<file path="src/rtl/cst_pkg.sv">
// Shared types and constants of the character stream tokenizer.
// No dependencies.
package cst_pkg;

    localparam int RUN_DEPTH = 3;
    localparam int LINE_OUT_W = 24;

    typedef enum logic [2:0] {
        K_INT     = 3'd0,
        K_DOUBLE  = 3'd1,
        K_PDOUBLE = 3'd2,
        K_IDENT   = 3'd3,
        K_OPER    = 3'd4,
        K_STRING  = 3'd5,
        K_OPENSTR = 3'd6,   // open string; reported as unfinished string
        K_NONE    = 3'd7
    } t_kind;

    localparam logic [7:0] CH_DOT   = 8'h2E;
    localparam logic [7:0] CH_QUOTE = 8'h22;
    localparam logic [7:0] CH_NL    = 8'h0A;
    localparam logic [7:0] CH_SPACE = 8'h20;
    localparam logic [7:0] CH_0     = 8'h30;
    localparam logic [7:0] CH_9     = 8'h39;

    typedef struct packed {
        logic                  is_token_end;
        logic [7:0]            char_out;
        t_kind                 token_kind;
        logic [LINE_OUT_W-1:0] line_number;
        logic                  last_of_run;
    } t_result;

    typedef struct packed {
        logic [1:0]                  count;
        t_result [RUN_DEPTH-1:0]     slot;
    } t_run;

endpackage

</file>
<file path="src/rtl/cst_decode.sv">
// Per-item decode: character class, next token kind and the result run.
// Depends on cst_pkg.
module cst_decode (
    input  logic                          i_flush,
    input  logic [7:0]                    i_char,
    input  cst_pkg::t_kind                i_kind,
    input  logic [cst_pkg::LINE_OUT_W-1:0] i_line,
    output cst_pkg::t_kind                o_kind,
    output logic                          o_line_inc,
    output cst_pkg::t_run                 o_run
);
    import cst_pkg::*;

    function automatic logic is_operator(input logic [7:0] c);
        case (c) inside
            // { } ( ) , ; : * / + - = > [ ] <
            8'h7B, 8'h7D, 8'h28, 8'h29, 8'h2C, 8'h3B, 8'h3A, 8'h2A,
            8'h2F, 8'h2B, 8'h2D, 8'h3D, 8'h3E, 8'h5B, 8'h5D, 8'h3C: return 1'b1;
            default: return 1'b0;
        endcase
    endfunction

    logic  e_close;
    logic  e_app;
    logic  e_post;
    t_kind post_kind;
    logic  is_open;

    assign is_open = (i_kind != K_NONE);

    always_comb begin
        e_close    = 1'b0;
        e_app      = 1'b0;
        e_post     = 1'b0;
        post_kind  = K_OPER;
        o_kind     = i_kind;
        o_line_inc = 1'b0;
        if (i_flush) begin
            e_close = is_open;
            o_kind  = K_NONE;
        end else if (i_char inside {[CH_0:CH_9]}) begin
            e_app = 1'b1;
            case (i_kind)
                K_NONE:    o_kind = K_INT;
                K_PDOUBLE: o_kind = K_DOUBLE;
                K_IDENT: begin
                    e_close = 1'b1;
                    o_kind  = K_INT;
                end
                default:   o_kind = i_kind;
            endcase
        end else if (i_char == CH_DOT) begin
            e_app = 1'b1;
            if (i_kind == K_INT) begin
                o_kind = K_PDOUBLE;
            end else if (i_kind == K_NONE) begin
                e_post = 1'b1;
            end
        end else if (is_operator(i_char)) begin
            e_app = 1'b1;
            if (i_kind != K_OPENSTR) begin
                e_close = is_open;
                e_post  = 1'b1;
                o_kind  = K_NONE;
            end
        end else if (i_char == CH_QUOTE) begin
            if (i_kind == K_NONE) begin
                e_app  = 1'b1;
                o_kind = K_OPENSTR;
            end else if (i_kind == K_OPENSTR) begin
                e_app     = 1'b1;
                e_post    = 1'b1;
                post_kind = K_STRING;
                o_kind    = K_NONE;
            end
        end else if (i_char == CH_NL) begin
            e_close    = is_open;
            o_kind     = K_NONE;
            o_line_inc = 1'b1;
        end else if (i_char == CH_SPACE) begin
            e_app = is_open;
            if (i_kind != K_OPENSTR) begin
                e_post    = is_open;
                post_kind = i_kind;
                o_kind    = K_NONE;
            end
        end else begin
            e_app = 1'b1;
            if (i_kind == K_NONE) begin
                o_kind = K_IDENT;
            end else if (i_kind == K_INT || i_kind == K_DOUBLE) begin
                e_close = 1'b1;
                o_kind  = K_IDENT;
            end
        end
    end

    always_comb begin
        t_result    c_close;
        t_result    c_app;
        t_result    c_post;
        logic [1:0] idx;
        c_close = '{is_token_end: 1'b1, char_out: 8'd0, token_kind: i_kind,
                    line_number: i_line, last_of_run: 1'b0};
        c_app   = '{is_token_end: 1'b0, char_out: i_char, token_kind: K_INT,
                    line_number: '0, last_of_run: 1'b0};
        c_post  = '{is_token_end: 1'b1, char_out: 8'd0, token_kind: post_kind,
                    line_number: i_line, last_of_run: 1'b0};
        o_run = '0;
        idx   = 2'd0;
        if (e_close) begin
            o_run.slot[idx] = c_close;
            idx = idx + 2'd1;
        end
        if (e_app) begin
            o_run.slot[idx] = c_app;
            idx = idx + 2'd1;
        end
        if (e_post) begin
            o_run.slot[idx] = c_post;
            idx = idx + 2'd1;
        end
        o_run.count = idx;
        if (idx != 2'd0) begin
            o_run.slot[idx - 2'd1].last_of_run = 1'b1;
        end
    end

endmodule

</file>
<file path="src/rtl/cst_run_buf.sv">
// Result register: holds the run of one item and sends one result per cycle while the receiver is ready.
// Depends on cst_pkg.
module cst_run_buf (
    input  logic             i_clk,
    input  logic             i_rst_n,
    input  logic             i_load,
    input  cst_pkg::t_run    i_run,
    output logic             o_free,
    output logic             o_valid,
    input  logic             i_ready,
    output cst_pkg::t_result o_result
);
    import cst_pkg::*;

    t_result [RUN_DEPTH-1:0] r_slot;
    t_result [RUN_DEPTH-1:0] n_slot;
    logic [1:0]              r_cnt;
    logic [1:0]              n_cnt;
    logic                    take;

    assign o_valid  = (r_cnt != 2'd0);
    assign take     = o_valid && i_ready;
    assign o_free   = (r_cnt == 2'd0) || ((r_cnt == 2'd1) && i_ready);
    assign o_result = r_slot[0];

    always_comb begin
        n_slot = r_slot;
        n_cnt  = r_cnt;
        if (i_load) begin
            n_slot = i_run.slot;
            n_cnt  = i_run.count;
        end else if (take) begin
            n_slot[0] = r_slot[1];
            n_slot[1] = r_slot[2];
            n_cnt     = r_cnt - 2'd1;
        end
    end

    always_ff @(posedge i_clk) begin
        r_slot <= n_slot;
        if (!i_rst_n) begin
            r_cnt <= 2'd0;
        end else begin
            r_cnt <= n_cnt;
        end
    end

    a_load_free: assert property (@(posedge i_clk) disable iff (!i_rst_n)
        i_load |-> o_free)
        else $error("run loaded while results remain");
    a_hold: assert property (@(posedge i_clk) disable iff (!i_rst_n)
        o_valid && !i_ready |=> o_valid && $stable(r_slot[0]))
        else $error("stalled result changed");
    a_last: assert property (@(posedge i_clk) disable iff (!i_rst_n)
        o_valid && !r_slot[0].last_of_run |-> r_cnt > 2'd1)
        else $error("run ends without last mark");

endmodule

</file>
<file path="src/rtl/char_stream_tokenizer.sv">
// Character stream tokenizer top level: input register, token state,
// line counter, decode and result register. Depends on cst_pkg,
// cst_decode and cst_run_buf.
//
// channel   dir  handshake                payload
// input     in   i_valid / o_in_ready     i_flush, i_char_in
// result    out  o_valid / i_out_ready    o_is_token_end, o_char_out, o_token_kind,
//                                         o_line_number, o_last_of_run
// config    in   i_cfg_we                 i_cfg_data (first_line)
//
// An item passes the input register, is decoded against the token state and
// drops its run of zero to three results into the result register.
// One item per cycle while runs hold at most one result and the receiver is ready;
// a longer run stalls the next item in the input register till the run is sent.
// An accepted item goes through the input register, then the result register.
// Reset (synchronous, active low) closes any token and loads line 1.
// A config write loads the line counter with first_line, clamped.
module char_stream_tokenizer #(
    parameter int LINE_BITS = 24
) (
    input  logic        i_clk,
    input  logic        i_rst_n,
    input  logic        i_valid,
    output logic        o_in_ready,
    input  logic        i_flush,
    input  logic [7:0]  i_char_in,
    output logic        o_valid,
    input  logic        i_out_ready,
    output logic        o_is_token_end,
    output logic [7:0]  o_char_out,
    output logic [2:0]  o_token_kind,
    output logic [23:0] o_line_number,
    output logic        o_last_of_run,
    input  logic        i_cfg_we,
    input  logic [23:0] i_cfg_data
);
    import cst_pkg::*;

    localparam logic [63:0] LINE_MAX64 = (64'd1 << LINE_BITS) - 64'd1;
    localparam logic [LINE_BITS-1:0] LINE_MAX = LINE_MAX64[LINE_BITS-1:0];

    logic                  r_iv;
    logic                  r_flush;
    logic [7:0]            r_char;
    t_kind                 r_kind;
    t_kind                 n_kind;
    logic [LINE_BITS-1:0]  r_line;
    logic [LINE_BITS-1:0]  n_line;
    logic                  line_inc;
    logic                  buf_free;
    logic                  move;
    logic [63:0]           line_ext;
    logic [63:0]           cfg_ext;
    t_run                  run;
    t_result               res;

    assign move       = r_iv && buf_free;
    assign o_in_ready = !r_iv || move;
    assign line_ext   = 64'(r_line);
    assign cfg_ext    = 64'(i_cfg_data);

    cst_decode u_decode (
        .i_flush    (r_flush),
        .i_char     (r_char),
        .i_kind     (r_kind),
        .i_line     (line_ext[LINE_OUT_W-1:0]),
        .o_kind     (n_kind),
        .o_line_inc (line_inc),
        .o_run      (run)
    );

    cst_run_buf u_run_buf (
        .i_clk    (i_clk),
        .i_rst_n  (i_rst_n),
        .i_load   (move),
        .i_run    (run),
        .o_free   (buf_free),
        .o_valid  (o_valid),
        .i_ready  (i_out_ready),
        .o_result (res)
    );

    assign o_is_token_end = res.is_token_end;
    assign o_char_out     = res.char_out;
    assign o_token_kind   = res.token_kind;
    assign o_line_number  = res.line_number;
    assign o_last_of_run  = res.last_of_run;

    always_comb begin
        n_line = r_line;
        if (i_cfg_we) begin
            n_line = (cfg_ext > LINE_MAX64) ? LINE_MAX : cfg_ext[LINE_BITS-1:0];
        end else if (move && line_inc && (r_line != LINE_MAX)) begin
            n_line = r_line + LINE_BITS'(1);
        end
    end

    always_ff @(posedge i_clk) begin
        if (i_valid && o_in_ready) begin
            r_flush <= i_flush;
            r_char  <= i_char_in;
        end
        if (!i_rst_n) begin
            r_iv   <= 1'b0;
            r_kind <= K_NONE;
            r_line <= LINE_BITS'(1);
        end else begin
            if (o_in_ready) begin
                r_iv <= i_valid;
            end
            if (move) begin
                r_kind <= n_kind;
            end
            r_line <= n_line;
        end
    end

    a_in_hold: assert property (@(posedge i_clk) disable iff (!i_rst_n)
        r_iv && !move |=> r_iv && $stable(r_char) && $stable(r_flush))
        else $error("input register lost a stalled item");
    a_kind_hold: assert property (@(posedge i_clk) disable iff (!i_rst_n)
        !move |=> $stable(r_kind))
        else $error("token state changed without an item");
    a_line_sat: assert property (@(posedge i_clk) disable iff (!i_rst_n)
        !$past(i_cfg_we) && $past(i_rst_n) && $past(r_line) == LINE_MAX
        |-> r_line == LINE_MAX)
        else $error("line counter wrapped");

endmodule

</file>
<file path="config.mk">
export PLATFORM = sky130hd
export DESIGN_NAME = char_stream_tokenizer
export DESIGN_NICKNAME = d
export VERILOG_FILES = /design/src/rtl/cst_pkg.sv /design/src/rtl/cst_decode.sv /design/src/rtl/cst_run_buf.sv /design/src/rtl/char_stream_tokenizer.sv
export SDC_FILE = /design/constraint.sdc
export NUM_CORES = 1
export LEC_CHECK = 0
export ABC_AREA = 1
export BUFFER_PORTS_ARGS = -buffer_cell sky130_fd_sc_hd__buf_4
export CAP_MARGIN = 20
export CORE_UTILIZATION = 45
export DETAILED_ROUTE_END_ITERATION = 16
export PLACE_DENSITY = 0.66
export SKIP_CTS_REPAIR_TIMING = 1
export SYNTH_ARGS = -nofsm -noshare
export SYNTH_HDL_FRONTEND = slang
export SYNTH_HIERARCHICAL = 1
export SYNTH_SLANG_ARGS = --single-unit
</file>
<file path="constraint.sdc">
create_clock -name i_clk -period 3.9 [get_ports i_clk]
set_input_delay 0.195 -clock i_clk [delete_from_list [all_inputs] [get_ports i_clk]]
set_output_delay 0.195 -clock i_clk [all_outputs]
set_load 0.01 [all_outputs]
</file>
* Yosys cells after proc, flatten, opt, wreduce, memory -nomap -nowiden
Index checks and enable logic that the tools add are counted.
Word-level totals: register bits after elaboration 150, output and inout bits 39, logic and storage cells 179
Operators by class: add/sub/neg operators 5, $lt $le $gt $ge 9, eq/ne operators 32, mux-type cells 88, reductions and logical operators 24
Operators with widths (number):
- $bwmux 111 | 3
- $mux 111 | 3
- $demux 37 s2 | 3
- $mux 74 | 2
- $eq 8x6->1 const B | 15
- $mux 37 | 3
- $mux 24 | 3
- $mux 3 | 22
- $mux 1 | 44
- $eq 8x7->1 const B | 4
- $add 24x1->24 const B | 1
- $gt 24x24->1 const B | 1
- $ne 24x24->1 const B | 1
- $reduce_or 16->1 | 1
- $logic_and 1x1->1 | 10
- $reduce_bool 9->1 | 1
- $eq 8x4->1 const B | 1
- $ge 8x6->1 const B | 1
- $le 8x6->1 const B | 1
- $mux 2 | 4
- $reduce_bool 2->1 | 4
- $ne 7x4->1 const B | 1
- $eq 3x2->1 const B | 2
- $eq 3x3->1 const B | 2
- other kinds (19) | 25

* Logic depth before layout (Yosys ltp)
word-level depth 24, depth in mapped cells 23, gate-level depth less buffers 21

* By module
The synthesis kept the hierarchy.
Modules (own cells, without submodules):
- cst_run_buf | times used 1, cells an instance 414, area each 4732.0 µm², sequential area each 3373.2 µm²
- char_stream_tokenizer | times used 1, cells an instance 330, area each 2184.6 µm², sequential area each 830.8 µm²
- cst_decode | times used 1, cells an instance 333, area each 1681.6 µm², sequential area each 0.0 µm²

* Least setup slack after synthesis
No wires, ideal clock.
path type register to register, start register u_run_buf.r_cnt[0], end register u_run_buf.r_slot (netlist bit u_run_buf/o_result[0]) (enable), setup time 0.437 ns, arrival 3.520 ns, required time 3.463 ns, path slack -0.056 ns, cell stages (with the launch flop) 10, clock period less this slack 3.956 ns, cell sequence dfxtp_1 > inv_1 > ha_1 > inv_1 > nand2_1 > nand2_1 > inv_1 > buf_4 > inv_4 > nand2_1
RTL lines:
- start: declaration | RTL line cst_run_buf.sv:17 | logic [1:0] r_cnt;
- start signal: assignment | RTL line cst_run_buf.sv:44 | r_cnt <= n_cnt;
- $reduce_bool 2->1 | RTL line cst_run_buf.sv:21 | assign o_valid = (r_cnt != 2'd0);
- named net o_valid | RTL line char_stream_tokenizer.sv:27 | output logic o_valid,
- $logic_and 1x1->1 | RTL line cst_run_buf.sv:22 | assign take = o_valid && i_ready;
- $reduce_bool 2->1 (no source line)
- end signal: assignment | RTL line cst_run_buf.sv:40 | r_slot <= n_slot;
- end: declaration | RTL line cst_run_buf.sv:15 | t_result [RUN_DEPTH-1:0] r_slot;
The timed path passes the listed nets, and every way through them passes these cells. A chain may end at the register's enable or synchronous reset.

==> key figures <==
Synthesis
  • Synth top area cells: edfxtp_1, nand2_1, dfxtp_1, nor2_1, buf_4
  • Yosys top cell by area: edfxtp_1
  • Yosys warnings: 6
  • Cell area after synthesis: 8598 um2
  • Part of the Yosys area used for sequential elements: 0.4889
  • Synth cell types: 41
  • Mapped Cells: 1077
  • Primary FF master, synth: edfxtp_1
  • Most common cell in the netlist: nand2_1
  • EDFF count, synth: 120
  • Async SR Flop Fraction: 0
  • Area share of the largest cell type after synthesis: 0.4191
  • Synth top cells by count: nand2_1, nor2_1, edfxtp_1
  • Avg Synthesized Cell Area: between 7 and 8 um2
  • Flops & latches, synth: 150

STA
  • Slew Viols, Final: 0
  • Max Clk Rate: 311.3 MHz
  • Tcrit/Tclk final: 0.8238
  • Relative slew slack: 0.4106
  • Hold Fails Final Rpt: 0
  • Final worst slack: ~0.7 ns
  • Fin crit period: 3.213 ns
  • Setup violators final: 0
  • Setup TNS: 0 ns
  • RSZ-0062 raised after global routing: no
  • Worst-Margin Slew: 0.8841 ns
  • Skew final: about 0.0096 ns

Critical path
  • Crit. End Element: flop
  • CP endpoint: u_run_buf/r_slot[71]$_DFFE_PP_
  • Critical path's top delay family: simple AND/OR/NAND/NOR gates
  • Worst reg2reg path startpoint: r_char[0]$_DFFE_PP_
  • Crit path largest cell delay: between 0.5 and 0.6 ns
  • Worst reg-to-reg path cell count: 16
  • Worst path arrival time: between 3 and 4 ns
  • Type of the worst setup path: reg -> reg
  • WP depth: 16
  • R2R Setup Slk: just under 0.7 ns
  • Worst setup path startpoint: r_char[0]$_DFFE_PP_
  • Critical Path RT: approximately 4.1 ns
  • Top cell by count, worst path: nand2_1
  • CP bufs+invs: 1
  • Startpoint types: flop
  • Critical Path Fanout Max: 24
  • Critical path's slowest cell: edfxtp_1
  • Reg2reg end: u_run_buf/r_slot[71]$_DFFE_PP_
  • Crit path cell chain: inv_1, nand2_2, nor2_1, nand2_1, nand2_1, nand3_1, nand3_1, nand3_1, nand2_1, o21ai_2, ha_1, nand3_2, nand2_2, nor2_1, nand2_1, nand2_1

Global routing
  • GRT Util Overall: 0.1985
  • Grt ovf: 0
  • Initial antenna violation count: 0
  • Vias in the first global route: about 5900
  • First-pass GRT wire length: slightly above 30 mm
  • Largest net degree at the start of global routing: between 70 and 80

Outcome
  • Outcome: finished clean

Clocking
  • Clock Path Buffers: 2
  • Root Driver: clkbuf_16
  • TritonCTS clock tree: yes
  • TritonCTS Buffers: 17
  • Clock sinks: 150
  • Worst skew pair latency: 0.42 ns
  • CTS clock-pin slew for the worst setup and hold paths: approximately 0.070 ns
  • CTS H-tree lvls: 4

Placement
  • Inst Count DP: ~1300
  • Place WS: 0.6906 ns
  • GP Congestion: between 0.9 and 1
  • DP Area: between 8000 and 9000 um2
  • Hpwl dp: around 12 mm
  • Number of port buffers: 76

Floorplanning
  • Initial core utilization: 0.4597
  • Total core area: approximately 19000 um2
  • Row Count: 50
  • Die area: 19660 um2
  • Ports: 77
  • Die H: ~140 um
  • Die Wd: around 140 um

Pwr
  • Int Power: around 3.5 mW
  • Switching power: 1.617 mW
  • Total power: 5.129 mW
  • Sw frac: 0.3154
  • Comb pwr share: 0.236
  • Pwr dens: around 540 nW/um2
  • LEAKAGE: ~4.2 nW
  • Maximum vdd drop: 0.3632 mV
  • Reg power frac: 0.460
  • Clk network pwr share: 0.304

Detailed routing
  • Via count: ~6600
  • Avg Vias per Cell: roughly 4.8
  • Wire per inst: approximately 13 um
  • Final wirelength: 18.27 mm
  • DRC Markers: 0
  • Antenna-violating nets left: 0
  • Starting DRT DRC Count: around 630
  • Initial DRT Pass Iterations: 5

Layout
  • Area of the multi-input gates: 3465 um2
  • Non-filler cells, final: between 1000 and 1500
  • Antenna Cells: 0
  • Nets: between 1000 and 1500
  • Layout cells sized above 1: 0.1702
  • FF+latch area: 4204 um2
  • Layout area overhead: 11.15%
  • # fillers: 1817
  • Finished layout cell area: ~9600 um2

Min path
  • Worst Hold Class: in -> reg

Run
  • Max-Cap Viols: 0
-- worst min path at each step --
stage,start,endpoint,slack (ns),depth (start not counted)
floorplan,i_char_in[0],r_char[0]$_DFFE_PP_,0.29,0
global placement,i_flush,r_flush$_DFFE_PP_,0.38,1
detailed placement,i_char_in[5],r_char[5]$_DFFE_PP_,0.38,1
CTS,i_char_in[5],r_char[5]$_DFFE_PP_,-0.07,1
global route,i_cfg_data[0],r_line[0]$_SDFFE_PN1P_,0.02,3
finish,i_cfg_data[0],r_line[0]$_SDFFE_PN1P_,0.02,3
-- flip-flops by register name (all words and copies together), names as in the netlist --
register,cells
r_flush,1
u_run_buf/r_cnt,2
u_run_buf/r_slot,74
r_line,24
u_run_buf/o_result,37
r_iv,1
r_char,8
r_kind,3
-- cell type report --
class                      count  area share
clock buffer                  17     0.04451
timing repair buffer          91     0.07384
inverter                      88     0.03522
sequential                   150      0.4399
clock inverter                15     0.01335
multi-input combinational    761      0.3625
tap                          234     0.03064
-- cell families (layout without fill, tap and decap cells) --
| group | Yosys count | after routing | synth area share |
|---|---|---|---|
| DFF | 150 | 150 | 0.4889 |
| and+or+nand+nor | 660 | 660 | 0.3260 |
| other | 1 | 8 | 0.0004361 |
| buffers and inverters | 173 | 211 | 0.1120 |
| xor gates and xnor gates | 6 | 6 | 0.006112 |
| AOI/OAI and AO/OA | 78 | 78 | 0.05370 |
| muxes | 1 | 1 | 0.001164 |
| adders and majority gates | 8 | 8 | 0.01164 |
-- worst min-delay path: stages --
cell and delay (ns):
buf_4 0.08, a21oi_1 0.06, o211ai_1 0.08
-- per-layer routing --
layer / share of wire / global-route usage / up-vias
met1: 0.51 / 0.3009 / 2910
met3: 0.061 / 0.03897 / 23
met4: 0.013 / 0.06420 / 0
met2: 0.42 / 0.2816 / 195
met5: 0 / 0 / -
li1: - / - / 3431
-- per-stage QoR --
step                hold slack [ns]  utilization
global placement             0.3750       0.4765
global route                0.02328       0.5109
finish                      0.02387       0.5109
floorplan                    0.2939            -
CTS                        -0.06695       0.5061
detailed placement           0.3751       0.4765
-- cells in the final DEF (no fill, tap or decap), drive strengths merged, types with 8 or more instances in the layout --
master	synthesis	routed
dfxtp	30	30
nand3	52	52
conb	1	8
a21oi	44	44
edfxtp	120	120
dlygate4sd3	0	9
inv	87	90
nand2	420	420
clkbuf	7	17
ha	8	8
buf	78	82
nor3	10	10
nor2	165	165
o21ai	28	28
-- power by group through the flow --
stage / clock network (mW) / logic (mW) / registers [mW]
after floorplan: 0 / 1.01 / 2.34
after global placement: 0 / 1.21 / 2.39
after detailed placement: 0 / 1.21 / 2.40
after CTS: 1.58 / 1.21 / 2.36
after global routing: 1.66 / 1.36 / 2.40
final: 1.56 / 1.21 / 2.36
Power figures use the tool's default switching activity.
